$ cat src/rtl/bodd_pkg.sv
// shared constants, types and helpers of the byte-offset delta decompressor
package bodd_pkg;

    localparam int BYTE_W  = 8;
    localparam int PIXEL_W = 32;
    localparam int PROG_W  = 3;
    localparam int PHASE_W = 3;

    // start marker, in stream order
    localparam logic [BYTE_W-1:0] MARK_B0 = 8'h0C;
    localparam logic [BYTE_W-1:0] MARK_B1 = 8'h1A;
    localparam logic [BYTE_W-1:0] MARK_B2 = 8'h04;
    localparam logic [BYTE_W-1:0] MARK_B3 = 8'hD5;

    // escape codes
    localparam logic [BYTE_W-1:0] ESC8  = 8'h80;
    localparam logic [15:0]       ESC16 = 16'h8000;

    // marker hunt progress, anything from PROG_FOUND up means decoding
    localparam logic [PROG_W-1:0] PROG_NONE  = 3'd0;
    localparam logic [PROG_W-1:0] PROG_ONE   = 3'd1;
    localparam logic [PROG_W-1:0] PROG_FOUND = 3'd4;

    // decode phases
    localparam logic [PHASE_W-1:0] PH_BYTE  = 3'd0;
    localparam logic [PHASE_W-1:0] PH_W16_0 = 3'd1;
    localparam logic [PHASE_W-1:0] PH_W16_1 = 3'd2;
    localparam logic [PHASE_W-1:0] PH_W32_0 = 3'd3;
    localparam logic [PHASE_W-1:0] PH_W32_1 = 3'd4;
    localparam logic [PHASE_W-1:0] PH_W32_2 = 3'd5;
    localparam logic [PHASE_W-1:0] PH_W32_3 = 3'd6;

    // decoder to accumulator
    typedef struct packed {
        logic               emit;
        logic [PIXEL_W-1:0] delta;
    } t_dec_out;

    // expected marker byte for a hunt progress below PROG_FOUND
    function automatic logic [BYTE_W-1:0] marker_byte(input logic [1:0] idx);
        logic [BYTE_W-1:0] b;
        case (idx)
            2'd0: b = MARK_B0;
            2'd1: b = MARK_B1;
            2'd2: b = MARK_B2;
            2'd3: b = MARK_B3;
            default: b = MARK_B0;
        endcase
        return b;
    endfunction

endpackage

$ cat src/rtl/bodd_stream_if.sv
// valid/ready stream interfaces for raw bytes and for pixels
interface bodd_byte_if;
    import bodd_pkg::*;
    logic              valid;
    logic              ready;
    logic [BYTE_W-1:0] in_byte;

    modport source (output valid, output in_byte, input ready);
    modport sink   (input valid, input in_byte, output ready);
endinterface

interface bodd_pixel_if;
    import bodd_pkg::*;
    logic                      valid;
    logic                      ready;
    logic signed [PIXEL_W-1:0] pixel_value;

    modport source (output valid, output pixel_value, input ready);
    modport sink   (input valid, input pixel_value, output ready);
endinterface

$ cat src/rtl/bodd_decode.sv
// marker hunt and byte-offset delta decoding state machine
module bodd_decode (
    input  logic                          i_clk,
    input  logic                          i_rst_n,
    input  logic                          i_step,
    input  logic [bodd_pkg::BYTE_W-1:0]   i_byte,
    output bodd_pkg::t_dec_out            o_dec
);
    import bodd_pkg::*;

    logic [PROG_W-1:0]  r_prog,  n_prog;
    logic [PHASE_W-1:0] r_phase, n_phase;
    logic [PIXEL_W-1:0] r_part,  n_part;
    logic [15:0]        w16;
    logic               emit;
    logic [PIXEL_W-1:0] delta;

    assign w16 = {i_byte, r_part[7:0]};

    always_comb begin
        n_prog  = r_prog;
        n_phase = r_phase;
        n_part  = r_part;
        emit    = 1'b0;
        delta   = r_part;
        if (r_prog < PROG_FOUND) begin
            if (i_byte == marker_byte(r_prog[1:0])) begin
                n_prog = r_prog + PROG_W'(1);
            end else if (i_byte == MARK_B0) begin
                n_prog = PROG_ONE;
            end else begin
                n_prog = PROG_NONE;
            end
        end else begin
            case (r_phase)
                PH_BYTE: begin
                    if (i_byte == ESC8) begin
                        n_phase = PH_W16_0;
                    end else begin
                        emit  = 1'b1;
                        delta = {{(PIXEL_W-BYTE_W){i_byte[BYTE_W-1]}}, i_byte};
                    end
                end
                PH_W16_0: begin
                    n_part  = {{(PIXEL_W-BYTE_W){1'b0}}, i_byte};
                    n_phase = PH_W16_1;
                end
                PH_W16_1: begin
                    if (w16 == ESC16) begin
                        n_part  = {{(PIXEL_W-16){1'b0}}, w16};
                        n_phase = PH_W32_0;
                    end else begin
                        emit    = 1'b1;
                        delta   = {{(PIXEL_W-16){w16[15]}}, w16};
                        n_phase = PH_BYTE;
                    end
                end
                PH_W32_0: begin
                    n_part  = {{(PIXEL_W-BYTE_W){1'b0}}, i_byte};
                    n_phase = PH_W32_1;
                end
                PH_W32_1: begin
                    n_part[15:8] = i_byte;
                    n_phase      = PH_W32_2;
                end
                PH_W32_2: begin
                    n_part[23:16] = i_byte;
                    n_phase       = PH_W32_3;
                end
                PH_W32_3: begin
                    emit    = 1'b1;
                    delta   = {i_byte, r_part[23:0]};
                    n_phase = PH_BYTE;
                end
                default: begin
                    n_phase = PH_BYTE;
                end
            endcase
            if (emit) begin
                n_part = '0;
            end
        end
    end

    always_ff @(posedge i_clk) begin
        if (!i_rst_n) begin
            r_prog  <= PROG_NONE;
            r_phase <= PH_BYTE;
            r_part  <= '0;
        end else if (i_step) begin
            r_prog  <= n_prog;
            r_phase <= n_phase;
            r_part  <= n_part;
        end
    end

    assign o_dec.emit  = emit;
    assign o_dec.delta = delta;

endmodule

$ cat src/rtl/bodd_accum.sv
// running sum and pixel output register
module bodd_accum (
    input  logic                           i_clk,
    input  logic                           i_rst_n,
    input  logic                           i_step,
    input  bodd_pkg::t_dec_out             i_dec,
    input  logic                           i_out_ready,
    output logic                           o_out_valid,
    output logic [bodd_pkg::PIXEL_W-1:0]   o_out_data
);
    import bodd_pkg::*;

    logic [PIXEL_W-1:0] r_sum;
    logic [PIXEL_W-1:0] n_sum;
    logic               r_vld;
    logic [PIXEL_W-1:0] r_data;

    assign n_sum = r_sum + i_dec.delta;

    always_ff @(posedge i_clk) begin
        if (!i_rst_n) begin
            r_sum <= '0;
            r_vld <= 1'b0;
        end else if (i_step && i_dec.emit) begin
            r_sum <= n_sum;
            r_vld <= 1'b1;
        end else if (i_out_ready) begin
            r_vld <= 1'b0;
        end
    end

    always_ff @(posedge i_clk) begin
        if (i_step && i_dec.emit) begin
            r_data <= n_sum;
        end
    end

    assign o_out_valid = r_vld;
    assign o_out_data  = r_data;

endmodule

$ cat src/rtl/byte_offset_delta_decompressor_core.sv
// top level of the byte-offset delta decompressor
//
// usage
//   i_byte_ch  : one raw byte of the compressed stream per word (valid/ready)
//   o_pixel_ch : one reconstructed 32-bit signed pixel per word (valid/ready)
//   bytes before the start marker 0C 1A 04 D5 (four in a row) are dropped;
//   after it each delta (one byte, 0x80 + int16, or 0x80 + 0x8000 + int32,
//   little endian) adds into a wrapping 32-bit sum that goes out as a pixel
// timing
//   a byte lands in the input register at its accept edge, is decoded and
//   summed combinationally there, and the pixel is loaded into the output
//   register at the edge on which that byte steps on; a byte that completes
//   a delta waits there while the output register is full and not drained
//   throughput is one byte per cycle while no such byte waits
// reset
//   synchronous, active low: hunt restarts, sum cleared, both registers empty
// stall
//   while a pixel waits in the output register, the byte in the input
//   register still moves on if it completes no delta; one that completes a
//   delta waits, and input ready drops only then
module byte_offset_delta_decompressor_core (
    input  logic         i_clk,
    input  logic         i_rst_n,
    bodd_byte_if.sink    i_byte_ch,
    bodd_pixel_if.source o_pixel_ch
);
    import bodd_pkg::*;

    // input register
    logic              r_in_vld;
    logic [BYTE_W-1:0] r_in_byte;

    t_dec_out          dec;
    logic              out_free;
    logic              step;
    logic              in_ready;
    logic              out_valid;
    logic [PIXEL_W-1:0] out_data;

    // output slot is free when empty or being drained this cycle
    assign out_free = !out_valid || o_pixel_ch.ready;
    // the held byte moves on unless it makes a pixel with nowhere to go
    assign step     = r_in_vld && (!dec.emit || out_free);
    assign in_ready = !r_in_vld || step;

    always_ff @(posedge i_clk) begin
        if (!i_rst_n) begin
            r_in_vld <= 1'b0;
        end else if (in_ready) begin
            r_in_vld <= i_byte_ch.valid;
        end
    end

    always_ff @(posedge i_clk) begin
        if (in_ready && i_byte_ch.valid) begin
            r_in_byte <= i_byte_ch.in_byte;
        end
    end

    // marker hunt and delta decode
    bodd_decode u_decode (
        .i_clk   (i_clk),
        .i_rst_n (i_rst_n),
        .i_step  (step),
        .i_byte  (r_in_byte),
        .o_dec   (dec)
    );

    // running sum and result register
    bodd_accum u_accum (
        .i_clk       (i_clk),
        .i_rst_n     (i_rst_n),
        .i_step      (step),
        .i_dec       (dec),
        .i_out_ready (o_pixel_ch.ready),
        .o_out_valid (out_valid),
        .o_out_data  (out_data)
    );

    assign i_byte_ch.ready        = in_ready;
    assign o_pixel_ch.valid       = out_valid;
    assign o_pixel_ch.pixel_value = out_data;

    // a pixel is never written over while it waits
    a_no_overwrite: assert property (@(posedge i_clk) disable iff (!i_rst_n)
        out_valid && !o_pixel_ch.ready |-> !(step && dec.emit))
        else $error("pending pixel overwritten");

    // a pending byte that makes no pixel never blocks the input
    a_no_idle_stall: assert property (@(posedge i_clk) disable iff (!i_rst_n)
        r_in_vld && !dec.emit |-> i_byte_ch.ready)
        else $error("input stalled by a byte that makes no pixel");

    // a new pixel appears only after a step that emits
    a_pixel_source: assert property (@(posedge i_clk) disable iff (!i_rst_n)
        $rose(out_valid) |-> $past(step && dec.emit))
        else $error("pixel without a completed delta");

    // both registers empty right after a reset edge
    a_reset_empty: assert property (@(posedge i_clk)
        !i_rst_n |=> !out_valid && !r_in_vld)
        else $error("registers not empty after reset");

endmodule

$ cat src/flat_wrapper.sv
// flat-port wrapper written by rule: the top's interface ports become plain ports
module byte_offset_delta_decompressor_core_flat import bodd_pkg::*;
  (i_clk, i_rst_n, i_byte_ch_valid, i_byte_ch_in_byte, i_byte_ch_ready, o_pixel_ch_valid, o_pixel_ch_pixel_value, o_pixel_ch_ready);
  bodd_byte_if i_byte_ch_i ();
  bodd_pixel_if o_pixel_ch_i ();
  input  logic i_clk;
  input  logic i_rst_n;
  input wire logic [$bits(i_byte_ch_i.valid)-1:0] i_byte_ch_valid;
  input wire logic [$bits(i_byte_ch_i.in_byte)-1:0] i_byte_ch_in_byte;
  output wire logic [$bits(i_byte_ch_i.ready)-1:0] i_byte_ch_ready;
  output wire logic [$bits(o_pixel_ch_i.valid)-1:0] o_pixel_ch_valid;
  output wire logic [$bits(o_pixel_ch_i.pixel_value)-1:0] o_pixel_ch_pixel_value;
  input wire logic [$bits(o_pixel_ch_i.ready)-1:0] o_pixel_ch_ready;
  assign i_byte_ch_i.valid = i_byte_ch_valid;
  assign i_byte_ch_i.in_byte = i_byte_ch_in_byte;
  assign i_byte_ch_ready = i_byte_ch_i.ready;
  assign o_pixel_ch_valid = o_pixel_ch_i.valid;
  assign o_pixel_ch_pixel_value = o_pixel_ch_i.pixel_value;
  assign o_pixel_ch_i.ready = o_pixel_ch_ready;
  byte_offset_delta_decompressor_core u_core (.i_clk(i_clk), .i_rst_n(i_rst_n), .i_byte_ch(i_byte_ch_i), .o_pixel_ch(o_pixel_ch_i));
endmodule
$ cat config.mk
export PLATFORM = sky130hd
export DESIGN_NAME = byte_offset_delta_decompressor_core_flat
export DESIGN_NICKNAME = d
export VERILOG_FILES = /design/src/rtl/bodd_pkg.sv /design/src/rtl/bodd_stream_if.sv /design/src/rtl/bodd_decode.sv /design/src/rtl/bodd_accum.sv /design/src/rtl/byte_offset_delta_decompressor_core.sv /design/src/flat_wrapper.sv
export SDC_FILE = /design/constraint.sdc
export NUM_CORES = 1
export LEC_CHECK = 0
export BUFFER_PORTS_ARGS = -buffer_cell sky130_fd_sc_hd__buf_4
export CORE_UTILIZATION = 55
export DETAILED_ROUTE_END_ITERATION = 12
export MAX_ROUTING_LAYER = met4
export PLACE_DENSITY = 0.74
export SYNTH_ARGS = -nofsm -noshare
export SYNTH_HDL_FRONTEND = slang
export SYNTH_SLANG_ARGS = --single-unit
$ cat constraint.sdc
create_clock -name i_clk -period 5.95 [get_ports i_clk]
set_input_delay 0.8925 -clock i_clk [delete_from_list [all_inputs] [get_ports i_clk]]
set_output_delay 0.8925 -clock i_clk [all_outputs]
set_load 0.02 [all_outputs]
==> impl_metrics.toml, run 1 <==
[synth]
synth_cells = 648
synthDistinctLibCells = 67
ys_seq_area_frac = 0.411
yosys_warnings = 0
synth_area_um2 = 6040
yosysTopAreaCellShare = 0.212
synthesis.nets = 696
avgSynthCellArea_um2 = 9.32
synth_area_leaders = "dfxtp_1 (21%), edfxtp_1 (20%), ha_1 (7.3%)"
ys.flop_type = "dfxtp_1"
synth_edf_count = 40
async_flop_share = 0
yosys_register_bits = 104
synth_area_leader_cell = "dfxtp_1"

[worst_setup_path]
r2r_setup_slack_ps = 1290
cp-startpoint = "u_core.r_in_byte[6]$_DFFE_PP_"
cp_max_fo = 16
timing.rr.end = "u_core.u_accum.r_sum[30]$_SDFFE_PN0P_"
worstPathArrival_ps = 4950
critical_path_class = "register to register"
cp-end-kind = "register"
reg2reg_depth = 17
worst_setup_path_start_kind = "register"
worstPathRequired_ps = 6240
critPathCapture = "u_core.u_accum.r_sum[30]$_SDFFE_PN0P_"
reg2reg_from = "u_core.r_in_byte[6]$_DFFE_PP_"

[power_and_ir_drop]
power_density_nw_per_um2 = 185
ir_drop_mv = 0.185
finalPower_w = 0.00122
leakagePower_nw = 2.81

[timing]
worstMarginPinSlew_ps = 1010
post-route-period-util = 0.784
max_slew_margin = 0.310
fmax_mhz = 214
rsz0062_at_grt = "false"
fin_skew_ps = 11.5
drv_slew = 0
fin_crit_ps = 4660
final.setup.tns_ps = 0
final_hold_viol_count = 0
setup_viol = 0

[placement]
gp_congestion = 0.954
dp.final_hpwl_um = 9870
dp_cells = 797
numPortBuffers = 45

[layout]
final_cells = 813
fillers = 920
post-route-util = 0.628
finalNetCount = 720
area_growth_pct = 8.83
drive_gt1_frac = 0.123
antenna_cells = 0

[global_routing]
grt_pass1_vias = 4519
antenna_found_initial = 0
grtUsageTotal = 0.257
grt_pass1_wl_um = 22200
grt_max_degree = 70
gr-total-overflow = 0

[floorplan]
initial_core_util = 0.577
die_w_um = 107
die_area_um2 = 11400
core_area_um2 = 10500
pin_count = 46
num_rows = 37
chipHeight_um = 107

[routing]
ant_nets = 0
vias = 4917
wire_per_inst_um = 16.8
avgViaCountPerCell = 6.05
drt-initial-drc-count = 437
drt_wl_total_um = 13700
firstDrtPassIters = 5
drc = 0

[cts]
cts_resized = 0
htree_levels = 3
root_buffer = "clkbuf_8"
path_clk_slew_ps = 100
cts_buffers = 9
cts_sinks = 104
cts_buffer_depth = 2
cts_hold_repair.buffers = 0
clk_latency_ps = 390
cts_tree = "built"
cts_setup_buffers = 0

[min_path]
hold_path.class = "register to register"
min_from = "u_core.u_decode.r_part[11]$_SDFFE_PN0P_"

[outcome]
status = "completed"

[job]
drv_cap = 0
[flip-flops by register name, summed over array words and instances (netlist names)]
name and flops:
u_core.u_accum.r_sum 32, u_core.u_accum.o_out_valid 1, u_core.r_in_byte 8, u_core.u_decode.r_part 24, u_core.u_decode.r_prog 3, u_core.u_accum.o_out_data 32, u_core.u_decode.r_phase 3, u_core.r_in_vld 1
[stage by stage]
step	hold slack, ps	setup slack [ps]	area (um^2)
floorplan	431	1850	6040
global placement	437	1540	6380
detailed placement	445	1390	6380
CTS	458	1370	6570
global route	474	976	6570
finish	459	1290	6570
[how the worst min path moves through the flow]
| stage | cells after the start | slack (ps) | to |
|---|---|---|---|
| floorplan | 2 | 430 | u_core.u_decode.r_part[10]$_SDFFE_PN0P_ |
| global placement | 2 | 440 | u_core.u_decode.r_part[11]$_SDFFE_PN0P_ |
| detailed placement | 2 | 450 | u_core.u_decode.r_part[10]$_SDFFE_PN0P_ |
| CTS | 2 | 460 | u_core.u_decode.r_part[10]$_SDFFE_PN0P_ |
| global route | 2 | 470 | u_core.u_decode.r_part[12]$_SDFFE_PN0P_ |
| finish | 2 | 460 | u_core.u_decode.r_part[11]$_SDFFE_PN0P_ |
[power breakdown]
group / internal, W / switching, W
clock: 0.000200 / 0.000237
combinational: 0.0000129 / 0.0000142
sequential: 0.000739 / 0.0000150
[per-layer routing]
| metal | share of wire | track usage | up-vias | wire length (um) |
|---|---|---|---|---|
| met5 | 0 | - | - | 0 |
| met4 | 0.016 | 0.0783 | 0 | 216 |
| met3 | 0.050 | 0.0535 | 22 | 684 |
| met2 | 0.48 | 0.418 | 135 | 6600 |
| met1 | 0.45 | 0.324 | 2351 | 6200 |
| li1 | - | - | 2409 | - |
[Yosys cell counts (4+ instances only)]
master,number
nand2_1,98
dfxtp_1,64
edfxtp_1,40
nor2_1,40
a21boi_1,36
ha_1,35
a21o_1,33
nand3_1,26
a21oi_1,22
o21ai_0,18
clkbuf_1,17
inv_1,16
xnor2_1,15
xor2_1,13
nor3_1,12
a22o_1,11
nand3_2,10
a31oi_1,9
and3_1,9
nand2b_1,8
nand4_1,8
o21a_1,8
a221o_1,7
buf_4,7
buf_2,6
a211oi_1,5
nor2b_1,5
buf_6,4
nor3b_1,4
o211ai_1,4
[kinds of logic (layout without fill, tap and decap cells)]
family                   after synthesis  after routing  share of synthesized area
AND/OR/NAND/NOR                      241            241                      0.199
AO/OA/AOI/OAI                        185            185                      0.228
flip-flops                           104            104                      0.411
buffers and inverters                 53             82                     0.0435
adder cells (fa/ha/maj)               36             36                     0.0758
XOR/XNOR                              28             28                     0.0406
multiplexers                           1              1                    0.00166
[cell type report]
cell class / count / area [um^2] / share of cell area
repair buffers: 49 / 368 / 0.0560
multi-input cells: 491 / 3290 / 0.501
flip-flops and latches: 104 / 2480 / 0.378
clock inverters: 2 / 10.0 / 0.00152
clock buffers: 14 / 184 / 0.0280
inverters: 17 / 63.8 / 0.00971
well taps: 136 / 170 / 0.0259
[worst max-delay path, cell delays in order, from the launching register on]
cell and delay (ps):
edfxtp_1 600, nor2_1 150, and4_4 210, and3_1 220, nand2_1 120, o2111ai_1 150, buf_4 240, a221o_1 390
ha_1 370, and2_1 170, and4_1 260, o311ai_2 140, nand2_1 150, o41ai_4 110, o311ai_1 710, a21oi_1 180
xnor2_1 170, a31o_1 220
[cell usage in the layout (no fill, tap or decap), drive strengths merged, types with 3 or more instances in the layout]
cell type | Yosys | final
nor2b | 6 | 6
buf | 19 | 49
inv | 17 | 17
o21a | 8 | 8
a21o | 33 | 33
a21oi | 22 | 22
a221oi | 3 | 3
and2 | 3 | 3
o211ai | 4 | 4
nand3 | 36 | 36
o21bai | 3 | 3
nor2 | 40 | 40
and3 | 9 | 9
xnor2 | 15 | 15
nand2 | 98 | 98
or3 | 3 | 3
clkbuf | 17 | 14
a221o | 7 | 7
nand4 | 8 | 8
nor3b | 4 | 4
ha | 35 | 35
edfxtp | 40 | 40
and4 | 4 | 4
nand2b | 8 | 8
a31oi | 9 | 9
a22o | 11 | 11
a211oi | 5 | 5
a21boi | 40 | 40
nor3 | 14 | 14
o21ai | 18 | 18
xor2 | 13 | 13
dfxtp | 64 | 64
Power figures use the tool's default switching activity.
==> run 2, diff against run 1 <==
- PLACE_DENSITY: 0.74 -> 0.77
- clock period: 5.95 -> 4.1 ns (I/O delays scaled with it)
==> run 2 against run 1 <==
Compared with the run above:
- cell count increased by 4.3%
- count of clock-buffer cells in the layout decreased by 2
- clock power increased by 32%
- routed wire length increased by 1.4%
- sequential power increased by 43%
- worst hold slack got worse by 51 ps
- first-iteration DRC count decreased by 23%
- combinational power increased to 2.5 times the previous value
- die area unchanged
- setup slack got worse by 1100 ps
- clock skew increased by 2.4 ps
==> impl_metrics.toml, run 2 (same netlist as run 1, synthesis figures left out) <==
[layout]
post-route-util = 0.656
drive_gt1_frac = 0.178
area_growth_pct = 13.6
finalNetCount = 755
final_cells = 848
layout_common_cells = "nand2_1 (97), buf_4 (84), dfxtp_1 (64), nor2_1 (40), edfxtp_1 (40)"
antenna_cells = 0
final_common_cell = "nand2_1"

[cts]
cts_buffer_depth = 2
clk_latency_ps = 380
cts_sinks = 104
root_buffer = "clkbuf_8"
htree_levels = 3
cts_buffers = 9
path_clk_slew_ps = 90
cts_hold_repair.buffers = 0
cts_tree = "built"

[placement]
dp_cells = 827
dp.final_hpwl_um = 9970
numPortBuffers = 45
gp_congestion = 0.967

[floorplan]
die_w_um = 107
die_area_um2 = 11400
core_area_um2 = 10500
pin_count = 46
num_rows = 37
chipHeight_um = 107
initial_core_util = 0.577

[timing]
final_hold_viol_count = 0
fin_skew_ps = 13.9
fmax_mhz = 253
rsz0062_at_grt = "true"
fin_crit_ps = 3960
max_slew_margin = 0.212
post-route-period-util = 0.965
worstMarginPinSlew_ps = 1150
final.setup.tns_ps = 0
setup_viol = 0
drv_slew = 0

[power_and_ir_drop]
pwr-share-clk = 0.334
p_int_w = 0.00133
ir_drop_mv = 0.257
leakagePower_nw = 2.99
pwr-share-seq = 0.626
p_sw_frac = 0.225
power_density_nw_per_um2 = 251
combPwrFrac = 0.040
net-switching-power_w = 0.000386

[worst_setup_path]
worstPathCellList = "nor3_2 > and4_4 > and3_2 > nand2_1 > o2111ai_1 > buf_4 > a221o_1 > ha_1 > buf_4 > o21a_1 > o211ai_1 > a31oi_4 > nand3_1 > o211ai_1 > or2_2 > a21oi_2 > xnor2_1"
cp_max_fo = 7
worst_setup_path_start_kind = "register"
worstPathArrival_ps = 4090
worstPathRequired_ps = 4230
cpMaxStageDelayCell = "edfxtp_1"
critical_path_class = "register to register"
cp-end-kind = "register"
cp_slowest_stage_delay_ps = 410

[global_routing]
grt_pass1_vias = 4800
gr-total-overflow = 0
grtUsageTotal = 0.261
grt_use_met2 = 0.416
grt_max_degree = 70
antenna_found_initial = 0
use_met3 = 0.0401
use_met1 = 0.340
grt_busiest_layer = "met2"
grt_pass1_wl_um = 23000

[routing]
ant_nets = 0
drt_wl_total_um = 13900
firstDrtPassIters = 5
drt-initial-drc-count = 335
wire_per_inst_um = 16.4
vias = 5069
drc = 0
avgViaCountPerCell = 5.98

[min_path]
hold_path.class = "input pin to register"

[outcome]
status = "completed"

[job]
drv_cap = 0
==> run 2: cell count changes in the layout (fill, tap and decap cells not counted), moves of 2 or more <==
cell / delta
a21oi_1: -2
clkinv_2: +2
buf_4: +35
a21oi_2: +2
==> run 2: cell type report <==
class                           instances  area (um^2)
Inverter                               17         63.8
Sequential cell                       104         2480
Clock inverter                          4         20.0
Clock buffer                           12          145
Tap cell                              136          170
Timing Repair Buffer                   84          631
Multi-Input combinational cell        491         3350
Fill cell                             863         3600
==> run 2: per-stage QoR <==
step           setup slack, ps  power [W]  area [um^2]  hold WS, ps
2_1_floorplan             24.7    0.00114         6040          431
3_3_place_gp               167    0.00117         6600          438
3_5_place_dp             -78.3    0.00117         6600          452
4_1_cts                   52.5    0.00173         6800          398
5_1_grt                  -43.5    0.00177         6860          395
6_report                   143    0.00172         6860          408
==> run 2: power groups by stage <==
stage,Combinational [W],Sequential (W),Clock (W)
6_report,0.0000687,0.00108,0.000575
5_1_grt,0.0000736,0.00108,0.000622
4_1_cts,0.0000685,0.00108,0.000587
3_5_place_dp,0.0000687,0.00110,0
3_3_place_gp,0.0000677,0.00110,0
2_1_floorplan,0.0000431,0.00110,0
==> run 2: worst max-delay path: cells and delay by family (launching register included) <==
kind | cells | cell delay (ps)
simple gates | 6 | 1310
compound gates | 7 | 1320
flops | 1 | 410
buf+inv | 2 | 340
xor+xnor | 1 | 80
fa+ha+maj | 1 | 230
==> run 2: timing repair <==
action / CTS / global route
endpoints found under the setup margin: 2 / 18
resized for setup: 2 / 10
setup buffers: 3 / 2
pin swaps: 1 / 4
==> run 2: worst paths after layout <==
kind              depth (start not counted)                                 endpoint                                    from  slack (ps)
setup / recovery                         17  u_core.u_accum.o_out_data[31]$_DFFE_PP_           u_core.r_in_byte[5]$_DFFE_PP_         140
setup reg to reg                         17  u_core.u_accum.o_out_data[31]$_DFFE_PP_           u_core.r_in_byte[5]$_DFFE_PP_         140
hold reg to reg                           2   u_core.u_decode.r_part[9]$_SDFFE_PN0P_  u_core.u_decode.r_part[9]$_SDFFE_PN0P_         460
hold / removal                            1            u_core.r_in_byte[0]$_DFFE_PP_                    i_byte_ch_in_byte[0]         410
==> run 2: metal layers <==
metal  wire length (um)  up-vias
met1               6410     2422
li1                   -     2484
met2               6640      140
met3                571       23
met4                272        0
met5                  0        -
